## config.mk

```make
export PLATFORM = sky130hd
export DESIGN_NAME = sixel_stream_parser_top_flat
export DESIGN_NICKNAME = d
export VERILOG_FILES = /design/src/design/sxp_pkg.sv /design/src/design/sxp_if.sv /design/src/design/sxp_parser.sv /design/src/design/sxp_result_fifo.sv /design/src/design/sixel_stream_parser_top.sv /design/src/flat_wrapper.sv
export VERILOG_INCLUDE_DIRS = /design/src /design/src/design
export SDC_FILE = /design/constraint.sdc
export NUM_CORES = 2
export LEC_CHECK = 0
export BUFFER_PORTS_ARGS = -buffer_cell sky130_fd_sc_hd__buf_2
export CORE_AREA = 2 2 238 240
export CTS_CLUSTER_SIZE = 10
export DETAILED_ROUTE_END_ITERATION = 6
export DIE_AREA = 0 0 240 242
export MAX_ROUTING_LAYER = met4
export PLACE_DENSITY_LB_ADDON = 0.15
export SLEW_MARGIN = 20
export SYNTH_ARGS = -nofsm -noshare
export SYNTH_HDL_FRONTEND = slang
export SYNTH_HIERARCHICAL = 1
export SYNTH_SLANG_ARGS = --single-unit
```

## constraint.sdc

```tcl
create_clock -name i_clk -period 16.3 [get_ports i_clk]
set_input_delay 1.63 -clock i_clk [delete_from_list [all_inputs] [get_ports i_clk]]
set_output_delay 1.63 -clock i_clk [all_outputs]
set_load 0.01 [all_outputs]
```

## src/design/assert_macros.svh

```systemverilog
// Assertion helpers for the RTL.
`ifndef ASSERT_MACROS_SVH
`define ASSERT_MACROS_SVH

`ifndef SYNTHESIS
// Check that a property holds at every clock edge outside reset.
`define ASSERT_HOLDS(label, clk, rst_n, prop) \
    label: assert property (@(posedge clk) disable iff (!rst_n) (prop)) \
        else $error("assertion failed");
// Check that a condition never occurs outside reset.
`define ASSERT_NEVER(label, clk, rst_n, cond) \
    label: assert property (@(posedge clk) disable iff (!rst_n) !(cond)) \
        else $error("forbidden condition seen");
`else
`define ASSERT_HOLDS(label, clk, rst_n, prop)
`define ASSERT_NEVER(label, clk, rst_n, cond)
`endif

`endif

```

## src/design/sxp_pkg.sv

```systemverilog
package sxp_pkg;

    localparam int PARAM_BITS = 16;
    localparam int MAX_PARAMS = 5;
    localparam int CNT_W      = $clog2(MAX_PARAMS + 2);
    localparam int IDX_W      = $clog2(MAX_PARAMS);
    localparam int RES_W      = 16;
    localparam int FIFO_DEPTH = 3;
    localparam int FCNT_W     = $clog2(FIFO_DEPTH + 1);

    localparam logic [PARAM_BITS-1:0] PARAM_LIMIT = {PARAM_BITS{1'b1}};

    typedef enum logic [2:0] {
        EV_RENDER    = 3'd0,
        EV_REWIND    = 3'd1,
        EV_NEWLINE   = 3'd2,
        EV_USE_COLOR = 3'd3,
        EV_SET_COLOR = 3'd4,
        EV_RASTER    = 3'd5,
        EV_FINISHED  = 3'd6
    } t_event;

    typedef struct packed {
        t_event            event_res;
        logic [5:0]        sixel_bits;
        logic [RES_W-1:0]  repeat_count;
        logic [RES_W-1:0]  color_index;
        logic [7:0]        red;
        logic [7:0]        green;
        logic [7:0]        blue;
        logic [RES_W-1:0]  aspect_numerator;
        logic [RES_W-1:0]  aspect_denominator;
        logic [RES_W-1:0]  image_width;
        logic [RES_W-1:0]  image_height;
        logic              last;
    } t_result;

    typedef struct packed {
        logic    first_valid;
        logic    second_valid;
        t_result first;
        t_result second;
    } t_emit;

    typedef struct packed {
        logic              room;
        logic [FCNT_W-1:0] count;
    } t_fifo_status;

endpackage

```

## src/design/sxp_if.sv

```systemverilog
interface sxp_in_if;
    logic       valid;
    logic       ready;
    logic       kind;
    logic [7:0] byte_value;

    modport source (output valid, kind, byte_value, input ready);
    modport sink (input valid, kind, byte_value, output ready);
endinterface

interface sxp_out_if;
    logic        valid;
    logic        ready;
    logic [2:0]  event_res;
    logic [5:0]  sixel_bits;
    logic [15:0] repeat_count;
    logic [15:0] color_index;
    logic [7:0]  red;
    logic [7:0]  green;
    logic [7:0]  blue;
    logic [15:0] aspect_numerator;
    logic [15:0] aspect_denominator;
    logic [15:0] image_width;
    logic [15:0] image_height;
    logic        last;

    modport source (
        output valid, event_res, sixel_bits, repeat_count, color_index, red, green, blue,
               aspect_numerator, aspect_denominator, image_width, image_height, last,
        input  ready
    );
    modport sink (
        input  valid, event_res, sixel_bits, repeat_count, color_index, red, green, blue,
               aspect_numerator, aspect_denominator, image_width, image_height, last,
        output ready
    );
endinterface

```

## src/design/sxp_parser.sv

```systemverilog
module sxp_parser import sxp_pkg::*; (
    input  logic       i_clk,
    input  logic       i_rst_n,
    input  logic       i_fire,
    input  logic       i_kind,
    input  logic [7:0] i_byte,
    output t_emit      o_emit
);

    localparam logic [7:0] CH_BANG   = 8'h21;
    localparam logic [7:0] CH_QUOTE  = 8'h22;
    localparam logic [7:0] CH_HASH   = 8'h23;
    localparam logic [7:0] CH_DOLLAR = 8'h24;
    localparam logic [7:0] CH_MINUS  = 8'h2D;
    localparam logic [7:0] CH_ZERO   = 8'h30;
    localparam logic [7:0] CH_NINE   = 8'h39;
    localparam logic [7:0] CH_SEMI   = 8'h3B;
    localparam logic [7:0] SIXEL_LO  = 8'd63;
    localparam logic [7:0] SIXEL_HI  = 8'd126;

    localparam int RGB_SPACE           = 2;
    localparam int COLOR_SELECT_PARAMS = 1;
    localparam int COLOR_DEFINE_PARAMS = 5;
    localparam int RASTER_PARAMS       = 4;

    localparam int ACC_W       = PARAM_BITS + 4;
    localparam int SCALE_SHIFT = PARAM_BITS + 6;
    localparam int PROD_W      = ACC_W + SCALE_SHIFT;
    localparam logic [SCALE_SHIFT-1:0] SCALE_RECIP =
        SCALE_SHIFT'(((64'd1 << SCALE_SHIFT) + 64'd4) / 64'd5);

    typedef enum logic [2:0] {
        M_GROUND = 3'd0,
        M_REPEAT = 3'd1,
        M_CINTRO = 3'd2,
        M_CPARAM = 3'd3,
        M_RASTER = 3'd4
    } t_mode;

    typedef enum logic [1:0] {
        A_NONE,
        A_DIGIT,
        A_OPEN,
        A_INTRO
    } t_action;

    // floor(v * 255 / 100) = floor(floor(51 * v / 4) / 5), low 8 bits
    function automatic logic [7:0] scale_pct(input logic [PARAM_BITS-1:0] v);
        logic [PARAM_BITS+5:0] x51;
        logic [ACC_W-1:0]      quarter;
        logic [PROD_W-1:0]     prod;
        x51 = ((PARAM_BITS + 6)'(v) << 5) + ((PARAM_BITS + 6)'(v) << 4)
            + ((PARAM_BITS + 6)'(v) << 1) + (PARAM_BITS + 6)'(v);
        quarter = x51[PARAM_BITS+5:2];
        prod = PROD_W'(quarter) * PROD_W'(SCALE_RECIP);
        return prod[SCALE_SHIFT +: 8];
    endfunction

    function automatic t_result mk_simple(input t_event ev, input logic [5:0] bits,
                                          input logic [RES_W-1:0] rep);
        t_result r;
        r = '0;
        r.event_res    = ev;
        r.sixel_bits   = bits;
        r.repeat_count = rep;
        return r;
    endfunction

    t_mode                 r_mode;
    logic [CNT_W-1:0]      r_count;
    logic [PARAM_BITS-1:0] r_pv [MAX_PARAMS];
    logic [7:0]            r_sc [MAX_PARAMS];

    t_mode                 n_mode;
    t_action               act;
    logic                  digit;
    logic                  sixel;
    logic [7:0]            digit_off;
    logic [7:0]            sixel_off;
    logic [IDX_W-1:0]      k;
    logic                  in_range;
    logic [PARAM_BITS-1:0] cur;
    logic [ACC_W-1:0]      acc;
    logic [PARAM_BITS-1:0] digit_v;
    logic [7:0]            digit_sc;
    logic                  leave_valid;
    t_result               leave_res;
    logic                  do_leave;
    logic                  other;
    logic                  own_valid;
    t_result               own_res;
    logic                  lv;

    assign digit     = (i_byte >= CH_ZERO) && (i_byte <= CH_NINE);
    assign sixel     = (i_byte >= SIXEL_LO) && (i_byte <= SIXEL_HI);
    assign digit_off = i_byte - CH_ZERO;
    assign sixel_off = i_byte - SIXEL_LO;
    assign k         = IDX_W'(r_count - CNT_W'(1));
    assign in_range  = (r_count != '0) && (r_count <= CNT_W'(MAX_PARAMS));

    always_comb begin
        cur = '0;
        for (int i = 0; i < MAX_PARAMS; i++) begin
            if (IDX_W'(i) == k) begin
                cur = r_pv[i];
            end
        end
    end

    always_comb begin
        acc = (ACC_W'(cur) << 3) + (ACC_W'(cur) << 1) + ACC_W'(digit_off[3:0]);
        digit_v  = (acc > ACC_W'(PARAM_LIMIT)) ? PARAM_LIMIT : acc[PARAM_BITS-1:0];
        digit_sc = scale_pct(digit_v);
    end

    always_comb begin
        leave_valid = 1'b0;
        leave_res   = '0;
        if (r_mode == M_CPARAM) begin
            if (r_count == CNT_W'(COLOR_SELECT_PARAMS)) begin
                leave_valid           = 1'b1;
                leave_res.event_res   = EV_USE_COLOR;
                leave_res.color_index = RES_W'(r_pv[0]);
            end else if (r_count == CNT_W'(COLOR_DEFINE_PARAMS)
                         && r_pv[1] == PARAM_BITS'(RGB_SPACE)) begin
                leave_valid           = 1'b1;
                leave_res.event_res   = EV_SET_COLOR;
                leave_res.color_index = RES_W'(r_pv[0]);
                leave_res.red         = r_sc[2];
                leave_res.green       = r_sc[3];
                leave_res.blue        = r_sc[4];
            end
        end else if (r_mode == M_RASTER) begin
            if (r_count == CNT_W'(RASTER_PARAMS)) begin
                leave_valid                  = 1'b1;
                leave_res.event_res          = EV_RASTER;
                leave_res.aspect_numerator   = RES_W'(r_pv[0]);
                leave_res.aspect_denominator = RES_W'(r_pv[1]);
                leave_res.image_width        = RES_W'(r_pv[2]);
                leave_res.image_height       = RES_W'(r_pv[3]);
            end
        end
    end

    always_comb begin
        n_mode    = r_mode;
        act       = A_NONE;
        do_leave  = 1'b0;
        other     = 1'b0;
        own_valid = 1'b0;
        own_res   = mk_simple(EV_RENDER, 6'd0, '0);
        if (i_kind) begin
            do_leave  = 1'b1;
            n_mode    = M_GROUND;
            own_valid = 1'b1;
            own_res   = mk_simple(EV_FINISHED, 6'd0, '0);
        end else begin
            unique case (r_mode)
                M_REPEAT: begin
                    if (digit) begin
                        act = A_DIGIT;
                    end else if (sixel) begin
                        own_valid = (r_pv[0] != '0);
                        own_res   = mk_simple(EV_RENDER, sixel_off[5:0], RES_W'(r_pv[0]));
                        n_mode    = M_GROUND;
                    end else begin
                        other = 1'b1;
                    end
                end
                M_CINTRO: begin
                    if (digit) begin
                        act    = A_DIGIT;
                        n_mode = M_CPARAM;
                    end else begin
                        other = 1'b1;
                    end
                end
                M_CPARAM, M_RASTER: begin
                    if (digit) begin
                        act = A_DIGIT;
                    end else if (i_byte == CH_SEMI) begin
                        act = A_OPEN;
                    end else begin
                        other = 1'b1;
                    end
                end
                default: begin
                    other = 1'b1;
                end
            endcase
            if (other) begin
                do_leave = 1'b1;
                unique case (i_byte)
                    CH_HASH: begin
                        n_mode = M_CINTRO;
                        act    = A_INTRO;
                    end
                    CH_BANG: begin
                        n_mode = M_REPEAT;
                        act    = A_INTRO;
                    end
                    CH_QUOTE: begin
                        n_mode = M_RASTER;
                        act    = A_INTRO;
                    end
                    CH_DOLLAR: begin
                        n_mode    = M_GROUND;
                        own_valid = 1'b1;
                        own_res   = mk_simple(EV_REWIND, 6'd0, '0);
                    end
                    CH_MINUS: begin
                        n_mode    = M_GROUND;
                        own_valid = 1'b1;
                        own_res   = mk_simple(EV_NEWLINE, 6'd0, '0);
                    end
                    default: begin
                        n_mode    = M_GROUND;
                        own_valid = sixel;
                        own_res   = mk_simple(EV_RENDER, sixel_off[5:0], RES_W'(1));
                    end
                endcase
            end
        end
    end

    // Put a leaving event ahead of the byte's own event.
    always_comb begin
        lv                  = do_leave && leave_valid;
        o_emit.first_valid  = lv || own_valid;
        o_emit.second_valid = lv && own_valid;
        o_emit.first        = lv ? leave_res : own_res;
        o_emit.first.last   = !(lv && own_valid);
        o_emit.second       = own_res;
        o_emit.second.last  = 1'b1;
    end

    always_ff @(posedge i_clk) begin
        if (!i_rst_n) begin
            r_mode  <= M_GROUND;
            r_count <= '0;
        end else if (i_fire) begin
            r_mode <= n_mode;
            unique case (act)
                A_OPEN: begin
                    r_count <= (r_count < CNT_W'(MAX_PARAMS)) ? r_count + CNT_W'(1)
                                                              : CNT_W'(MAX_PARAMS + 1);
                end
                A_INTRO: begin
                    r_count <= CNT_W'(1);
                end
                default: begin
                    r_count <= r_count;
                end
            endcase
        end
    end

    always_ff @(posedge i_clk) begin
        if (i_fire) begin
            unique case (act)
                A_DIGIT: begin
                    if (in_range) begin
                        r_pv[k] <= digit_v;
                        r_sc[k] <= digit_sc;
                    end
                end
                A_OPEN: begin
                    if (r_count < CNT_W'(MAX_PARAMS)) begin
                        r_pv[IDX_W'(r_count)] <= '0;
                        r_sc[IDX_W'(r_count)] <= '0;
                    end
                end
                A_INTRO: begin
                    r_pv[0] <= '0;
                    r_sc[0] <= '0;
                end
                default: begin
                end
            endcase
        end
    end

endmodule

```

## src/design/sxp_result_fifo.sv

```systemverilog
module sxp_result_fifo import sxp_pkg::*; (
    input  logic         i_clk,
    input  logic         i_rst_n,
    input  logic         i_push,
    input  t_emit        i_emit,
    input  logic         i_pop,
    output t_result      o_head,
    output logic         o_valid,
    output t_fifo_status o_status
);

    localparam int PTR_W = $clog2(FIFO_DEPTH);

    function automatic logic [PTR_W-1:0] ptr_inc(input logic [PTR_W-1:0] p);
        return (p == PTR_W'(FIFO_DEPTH - 1)) ? '0 : p + PTR_W'(1);
    endfunction

    t_result           r_q [FIFO_DEPTH];
    logic [PTR_W-1:0]  r_wp;
    logic [PTR_W-1:0]  r_rp;
    logic [FCNT_W-1:0] r_count;

    logic              wr0;
    logic              wr1;
    logic              pop;
    logic [PTR_W-1:0]  n_wp;
    logic [FCNT_W-1:0] n_count;

    assign wr0     = i_push && i_emit.first_valid;
    assign wr1     = i_push && i_emit.second_valid;
    assign o_valid = (r_count != '0);
    assign pop     = i_pop && o_valid;
    assign n_wp    = wr1 ? ptr_inc(ptr_inc(r_wp)) : (wr0 ? ptr_inc(r_wp) : r_wp);
    assign n_count = r_count + FCNT_W'(wr0) + FCNT_W'(wr1) - FCNT_W'(pop);

    assign o_head          = r_q[r_rp];
    assign o_status.count  = r_count;
    assign o_status.room   = (r_count <= FCNT_W'(1));

    always_ff @(posedge i_clk) begin
        if (!i_rst_n) begin
            r_wp    <= '0;
            r_rp    <= '0;
            r_count <= '0;
        end else begin
            r_wp    <= n_wp;
            r_count <= n_count;
            if (pop) begin
                r_rp <= ptr_inc(r_rp);
            end
        end
    end

    always_ff @(posedge i_clk) begin
        if (wr0) begin
            r_q[r_wp] <= i_emit.first;
        end
        if (wr1) begin
            r_q[ptr_inc(r_wp)] <= i_emit.second;
        end
    end

endmodule

```

## src/design/sixel_stream_parser_top.sv

```systemverilog
// Sixel stream parser: takes one stream byte or end-of-image mark per input
// transaction and returns the drawing events it causes (render with repeat
// count, rewind, newline, select color, define RGB color, raster attributes,
// finished), at most two per byte, the last one flagged. A byte is parsed
// combinationally from the input register; events wait in a three-entry
// queue, and bytes flow at one per cycle while it has room. Input ready drops
// while the input register is full and the queue holds more than one event;
// a byte that closes a color or raster sequence and also yields its own event
// therefore stalls the input when the consumer takes one event per cycle.
`include "assert_macros.svh"

module sixel_stream_parser_top import sxp_pkg::*; (
    input  logic        i_clk,
    input  logic        i_rst_n,
    sxp_in_if.sink      i_in,
    sxp_out_if.source   o_out
);

    logic         r_in_valid;
    logic         r_kind;
    logic [7:0]   r_byte;

    logic         in_ready;
    logic         accept;
    logic         fire;
    t_emit        emit;
    t_result      head;
    logic         head_valid;
    t_fifo_status fifo_st;

    assign in_ready   = !r_in_valid || fifo_st.room;
    assign accept     = i_in.valid && in_ready;
    assign fire       = r_in_valid && fifo_st.room;
    assign i_in.ready = in_ready;

    always_ff @(posedge i_clk) begin
        if (!i_rst_n) begin
            r_in_valid <= 1'b0;
        end else if (accept) begin
            r_in_valid <= 1'b1;
        end else if (fire) begin
            r_in_valid <= 1'b0;
        end
    end

    // Hold the byte until the parser takes it.
    always_ff @(posedge i_clk) begin
        if (accept) begin
            r_kind <= i_in.kind;
            r_byte <= i_in.byte_value;
        end
    end

    sxp_parser u_parser (
        .i_clk   (i_clk),
        .i_rst_n (i_rst_n),
        .i_fire  (fire),
        .i_kind  (r_kind),
        .i_byte  (r_byte),
        .o_emit  (emit)
    );

    sxp_result_fifo u_fifo (
        .i_clk    (i_clk),
        .i_rst_n  (i_rst_n),
        .i_push   (fire),
        .i_emit   (emit),
        .i_pop    (o_out.ready),
        .o_head   (head),
        .o_valid  (head_valid),
        .o_status (fifo_st)
    );

    assign o_out.valid              = head_valid;
    assign o_out.event_res          = head.event_res;
    assign o_out.sixel_bits         = head.sixel_bits;
    assign o_out.repeat_count       = head.repeat_count;
    assign o_out.color_index        = head.color_index;
    assign o_out.red                = head.red;
    assign o_out.green              = head.green;
    assign o_out.blue               = head.blue;
    assign o_out.aspect_numerator   = head.aspect_numerator;
    assign o_out.aspect_denominator = head.aspect_denominator;
    assign o_out.image_width        = head.image_width;
    assign o_out.image_height       = head.image_height;
    assign o_out.last               = head.last;

    `ASSERT_HOLDS(a_in_hold, i_clk, i_rst_n, r_in_valid && !fire |=> r_in_valid)
    `ASSERT_NEVER(a_pair_queued, i_clk, i_rst_n, o_out.valid && !o_out.last && fifo_st.count < FCNT_W'(2))

endmodule

```

## src/flat_wrapper.sv

```systemverilog
// flat-port wrapper written by rule: the top's interface ports become plain ports
module sixel_stream_parser_top_flat import sxp_pkg::*;
  (i_clk, i_rst_n, i_in_valid, i_in_kind, i_in_byte_value, i_in_ready, o_out_valid, o_out_event_res, o_out_sixel_bits, o_out_repeat_count, o_out_color_index, o_out_red, o_out_green, o_out_blue, o_out_aspect_numerator, o_out_aspect_denominator, o_out_image_width, o_out_image_height, o_out_last, o_out_ready);
  sxp_in_if i_in_i ();
  sxp_out_if o_out_i ();
  input  logic i_clk;
  input  logic i_rst_n;
  input wire logic [$bits(i_in_i.valid)-1:0] i_in_valid;
  input wire logic [$bits(i_in_i.kind)-1:0] i_in_kind;
  input wire logic [$bits(i_in_i.byte_value)-1:0] i_in_byte_value;
  output wire logic [$bits(i_in_i.ready)-1:0] i_in_ready;
  output wire logic [$bits(o_out_i.valid)-1:0] o_out_valid;
  output wire logic [$bits(o_out_i.event_res)-1:0] o_out_event_res;
  output wire logic [$bits(o_out_i.sixel_bits)-1:0] o_out_sixel_bits;
  output wire logic [$bits(o_out_i.repeat_count)-1:0] o_out_repeat_count;
  output wire logic [$bits(o_out_i.color_index)-1:0] o_out_color_index;
  output wire logic [$bits(o_out_i.red)-1:0] o_out_red;
  output wire logic [$bits(o_out_i.green)-1:0] o_out_green;
  output wire logic [$bits(o_out_i.blue)-1:0] o_out_blue;
  output wire logic [$bits(o_out_i.aspect_numerator)-1:0] o_out_aspect_numerator;
  output wire logic [$bits(o_out_i.aspect_denominator)-1:0] o_out_aspect_denominator;
  output wire logic [$bits(o_out_i.image_width)-1:0] o_out_image_width;
  output wire logic [$bits(o_out_i.image_height)-1:0] o_out_image_height;
  output wire logic [$bits(o_out_i.last)-1:0] o_out_last;
  input wire logic [$bits(o_out_i.ready)-1:0] o_out_ready;
  assign i_in_i.valid = i_in_valid;
  assign i_in_i.kind = i_in_kind;
  assign i_in_i.byte_value = i_in_byte_value;
  assign i_in_ready = i_in_i.ready;
  assign o_out_valid = o_out_i.valid;
  assign o_out_event_res = o_out_i.event_res;
  assign o_out_sixel_bits = o_out_i.sixel_bits;
  assign o_out_repeat_count = o_out_i.repeat_count;
  assign o_out_color_index = o_out_i.color_index;
  assign o_out_red = o_out_i.red;
  assign o_out_green = o_out_i.green;
  assign o_out_blue = o_out_i.blue;
  assign o_out_aspect_numerator = o_out_i.aspect_numerator;
  assign o_out_aspect_denominator = o_out_i.aspect_denominator;
  assign o_out_image_width = o_out_i.image_width;
  assign o_out_image_height = o_out_i.image_height;
  assign o_out_last = o_out_i.last;
  assign o_out_i.ready = o_out_ready;
  sixel_stream_parser_top u_core (.i_clk(i_clk), .i_rst_n(i_rst_n), .i_in(i_in_i), .o_out(o_out_i));
endmodule
```

==> impl_metrics.env <==
export IMPL_synth_edf_count=503
export IMPL_grt_remaining_overflow=0
export IMPL_drt_antenna_violating_nets=0
export IMPL_worst_setup_path_start_kind="flop"
export IMPL_power_frac_seq_pct=24.3
export IMPL_yosysUniqueCellTypes=96
export IMPL_yosys_top_cells_area="edfxtp_1 (43%), mux2_2 (9.4%), fa_1 (8.2%)"
export IMPL_synth_simple_area_share_pct=8.20
export IMPL_violations="design-rule violations"
export IMPL_synth_top_area_cell="edfxtp_1"
export IMPL_gp_congestion=0.975
export IMPL_netlist_area_leader_share_pct=43.5
export IMPL_required_ns=16.71
export IMPL_p_comb_share_pct=58.6
export IMPL_min_period_ns=14.79
export IMPL_cp_slowest_stage_delay_ns=0.67
export IMPL_cts_buffers=59
export IMPL_synthCells=2845
export IMPL_crit_arrival_ns=15.20
export IMPL_drc_errors=21
export IMPL_ir_worst_vdd_v=0.000369
export IMPL_finalMaxSlewViolations=0
export IMPL_clockRootBuffer="clkbuf_16"
export IMPL_die_y_um=242
export IMPL_p_leak_nw=15.8
export IMPL_critPathSlowestCell="or2_0"
export IMPL_h_tree_depth=2
export IMPL_drt_total_wl_um=83800
export IMPL_crit_family="adder cells"
export IMPL_hold_violations=0
export IMPL_p_int_mw=3.97
export IMPL_grt_pass1_vias=22411
export IMPL_synth_area_sq_um=34800
export IMPL_crit_path_end_kind="flop"
export IMPL_p_clk_share_pct=17.1
export IMPL_max_freq_ghz=0.0676
export IMPL_cts_resized=0
export IMPL_tightestPinTransition_ns=1.14
export IMPL_rsz0062_at_grt="false"
export IMPL_tritoncts="yes"
export IMPL_ioPinCount=145
export IMPL_status="complete, but fails checks"
export IMPL_die_area_sq_um=58100
export IMPL_finalWorstSetupSlack_ns=1.51
export IMPL_cts_path_max_buffers=3
export IMPL_synth_compound_area_share_pct=5.99
export IMPL_dp_hpwl_um=57400
export IMPL_seq_area_frac_synth_pct=44.3
export IMPL_synth_adder_area_share_pct=16.2
export IMPL_rrSetupSlack_ns=1.51
export IMPL_final_common_cell="edfxtp_1"
export IMPL_ys_async_sr_fraction_pct=0
export IMPL_tns_ns=0
export IMPL_grt_max_degree=219
export IMPL_dp_slack_ns=1.79
export IMPL_r2r_cells=56
export IMPL_synth_top_flop_cell="edfxtp_1"
export IMPL_r2r_start="u_core/u_parser/r_count[0]"
export IMPL_crit_cells=56
export IMPL_cap_violations=0
export IMPL_dieWidth_um=240
export IMPL_p_switching_mw=2.92
export IMPL_hold_class="flop to flop"
export IMPL_p_per_area_nw_per_um2=185
export IMPL_vias=21661
export IMPL_drive_gt1_share_pct=19.6
export IMPL_setup_violations_final=0
export IMPL_initial_utilization_pct=62.4
export IMPL_track_usage_pct=29.9
export IMPL_post_cts_buffers=0
export IMPL_critPathMaxFanout=17
export IMPL_drt_pre_antenna_iters=7
export IMPL_avgSynthCellArea_sq_um=12.2
export IMPL_worstSkewPairLatency_ns=0.63
export IMPL_fin_skew_ns=0.0495
export IMPL_crit_path_end="u_core/u_parser/r_sc[4][7]"
export IMPL_areaGrowthSynthToFinish_pct=7.34
export IMPL_synth_top_family_by_area="multiplexers"
export IMPL_antenna_found_initial=2
export IMPL_grt_pass1_wl_um=129000
export IMPL_routed_via_density=5.82
export IMPL_ys_ff_latch=518
export IMPL_fin_crit_sh_pct=90.7
export IMPL_cts_hold_buf=0
export IMPL_synth_xor_area_share_pct=1.70
export IMPL_startpoint="u_core/u_parser/r_count[0]"
export IMPL_mostFrequentLayoutCells="edfxtp_1 (503), mux2_2 (290), inv_1 (264)"
export IMPL_finish_net_count=3315
export IMPL_drt_iter0_drc=1525
export IMPL_fill_cells=4273
export IMPL_slew_headroom_pct=23.8
export IMPL_path_buf_inv=8
export IMPL_num_rows=87
export IMPL_worstReg2RegEnd="u_core/u_parser/r_sc[4][7]"
export IMPL_synth_mux_area_share_pct=16.5
export IMPL_routedWlPerCell_um=22.5
export IMPL_clock_sinks=518
export IMPL_yosysWarnings=6
export IMPL_switching_share_pct=42.3
export IMPL_clk_pin_slew_ns=0.07
export IMPL_crit_type="flop to flop"
export IMPL_core_area_sq_um=55700
export IMPL_port_buffers=144
flip-flops by register name (all words and copies together), names as in the netlist, named ones only:
register / cells
u_core/u_fifo/r_q: 390
u_core/u_parser/r_pv: 80
u_core/u_parser/r_sc: 24
u_core/r_byte: 8
u_core/u_parser/r_count: 3
u_core/u_parser/r_mode: 3
u_core/u_fifo/r_count: 2
u_core/u_fifo/r_rp: 2
u_core/u_fifo/r_wp: 2
u_core/r_in_valid: 1
u_core/r_kind: 1
tightest hold or removal path, stage by stage, from the launching register on:
cell	delay, ns
dfxtp_1	0.33
nand2_1	0.06
a21oi_1	0.06
metal layers:
layer / track usage, % / vias to the layer above / share of wire, %
li1: - / 10068 / -
met1: 40.5 / 10829 / 43
met2: 48.3 / 629 / 49
met3: 2.95 / 135 / 5.2
met4: 8.42 / 0 / 2.7
met5: - / - / 0
per-stage QoR:
step	instance area, sq um	total power [mW]	utilization [%]	instances	hold slack, ns
after CTS	37300	6.93	66.9	3722	0.490
after global routing	37300	7.54	66.9	3724	0.510
after global placement	35600	5.60	63.9	3635	0.451
after detailed placement	35600	5.71	63.9	3635	0.466
after floorplan	35100	4.48	-	2948	0.448
final	37300	6.89	66.9	3724	0.492
final cells by class:
class | instances | area [sq um] | area share, %
clock inverter | 5 | 60.1 | 0.161
sequential | 518 | 15400 | 41.3
timing repair buffer | 164 | 933 | 2.50
antenna | 2 | 5.00 | 0.0134
clock buffer | 82 | 1610 | 4.30
tap | 756 | 946 | 2.54
multi-input combinational | 1930 | 17300 | 46.5
inverter | 267 | 1000 | 2.69
worst min path at each step:
stage	cells past startpoint	end	slack [ns]	startpoint
3_5_place_dp	2	flop	0.47	u_core/u_fifo/r_rp[0]
2_1_floorplan	2	flop	0.45	u_core/u_fifo/r_rp[0]
5_1_grt	2	flop	0.51	u_core/u_fifo/r_rp[0]
4_1_cts	2	flop	0.49	u_core/u_fifo/r_rp[0]
6_report	2	flop	0.49	u_core/u_fifo/r_rp[0]
3_3_place_gp	2	flop	0.45	u_core/u_fifo/r_rp[0]
power groups by stage:
stage	Combinational, mW	Sequential (mW)	Clock, mW
floorplan	2.80	1.68	0
global placement	3.90	1.70	0
detailed placement	4.01	1.70	0
CTS	4.06	1.67	1.20
global route	4.62	1.68	1.24
finish	4.04	1.67	1.17
synth_stat cells (92+ instances only):
| master | number |
|---|---|
| buf_4 | 107 |
| nand2_1 | 167 |
| edfxtp_1 | 503 |
| mux2i_1 | 132 |
| and2_1 | 143 |
| mux2_1 | 100 |
| ha_1 | 220 |
| o21ai_0 | 159 |
| fa_1 | 142 |
| mux2_2 | 290 |
| nor2_1 | 92 |
| inv_1 | 264 |
cells by family after synthesis:
logic type / count (synthesis)
AOI/OAI and AO/OA: 323
xor gates and xnor gates: 64
adders and majority gates: 364
buffers and inverters: 500
DFF: 518
muxes: 523
other: 2
and+or+nand+nor: 551
Power figures use the tool's default switching activity.
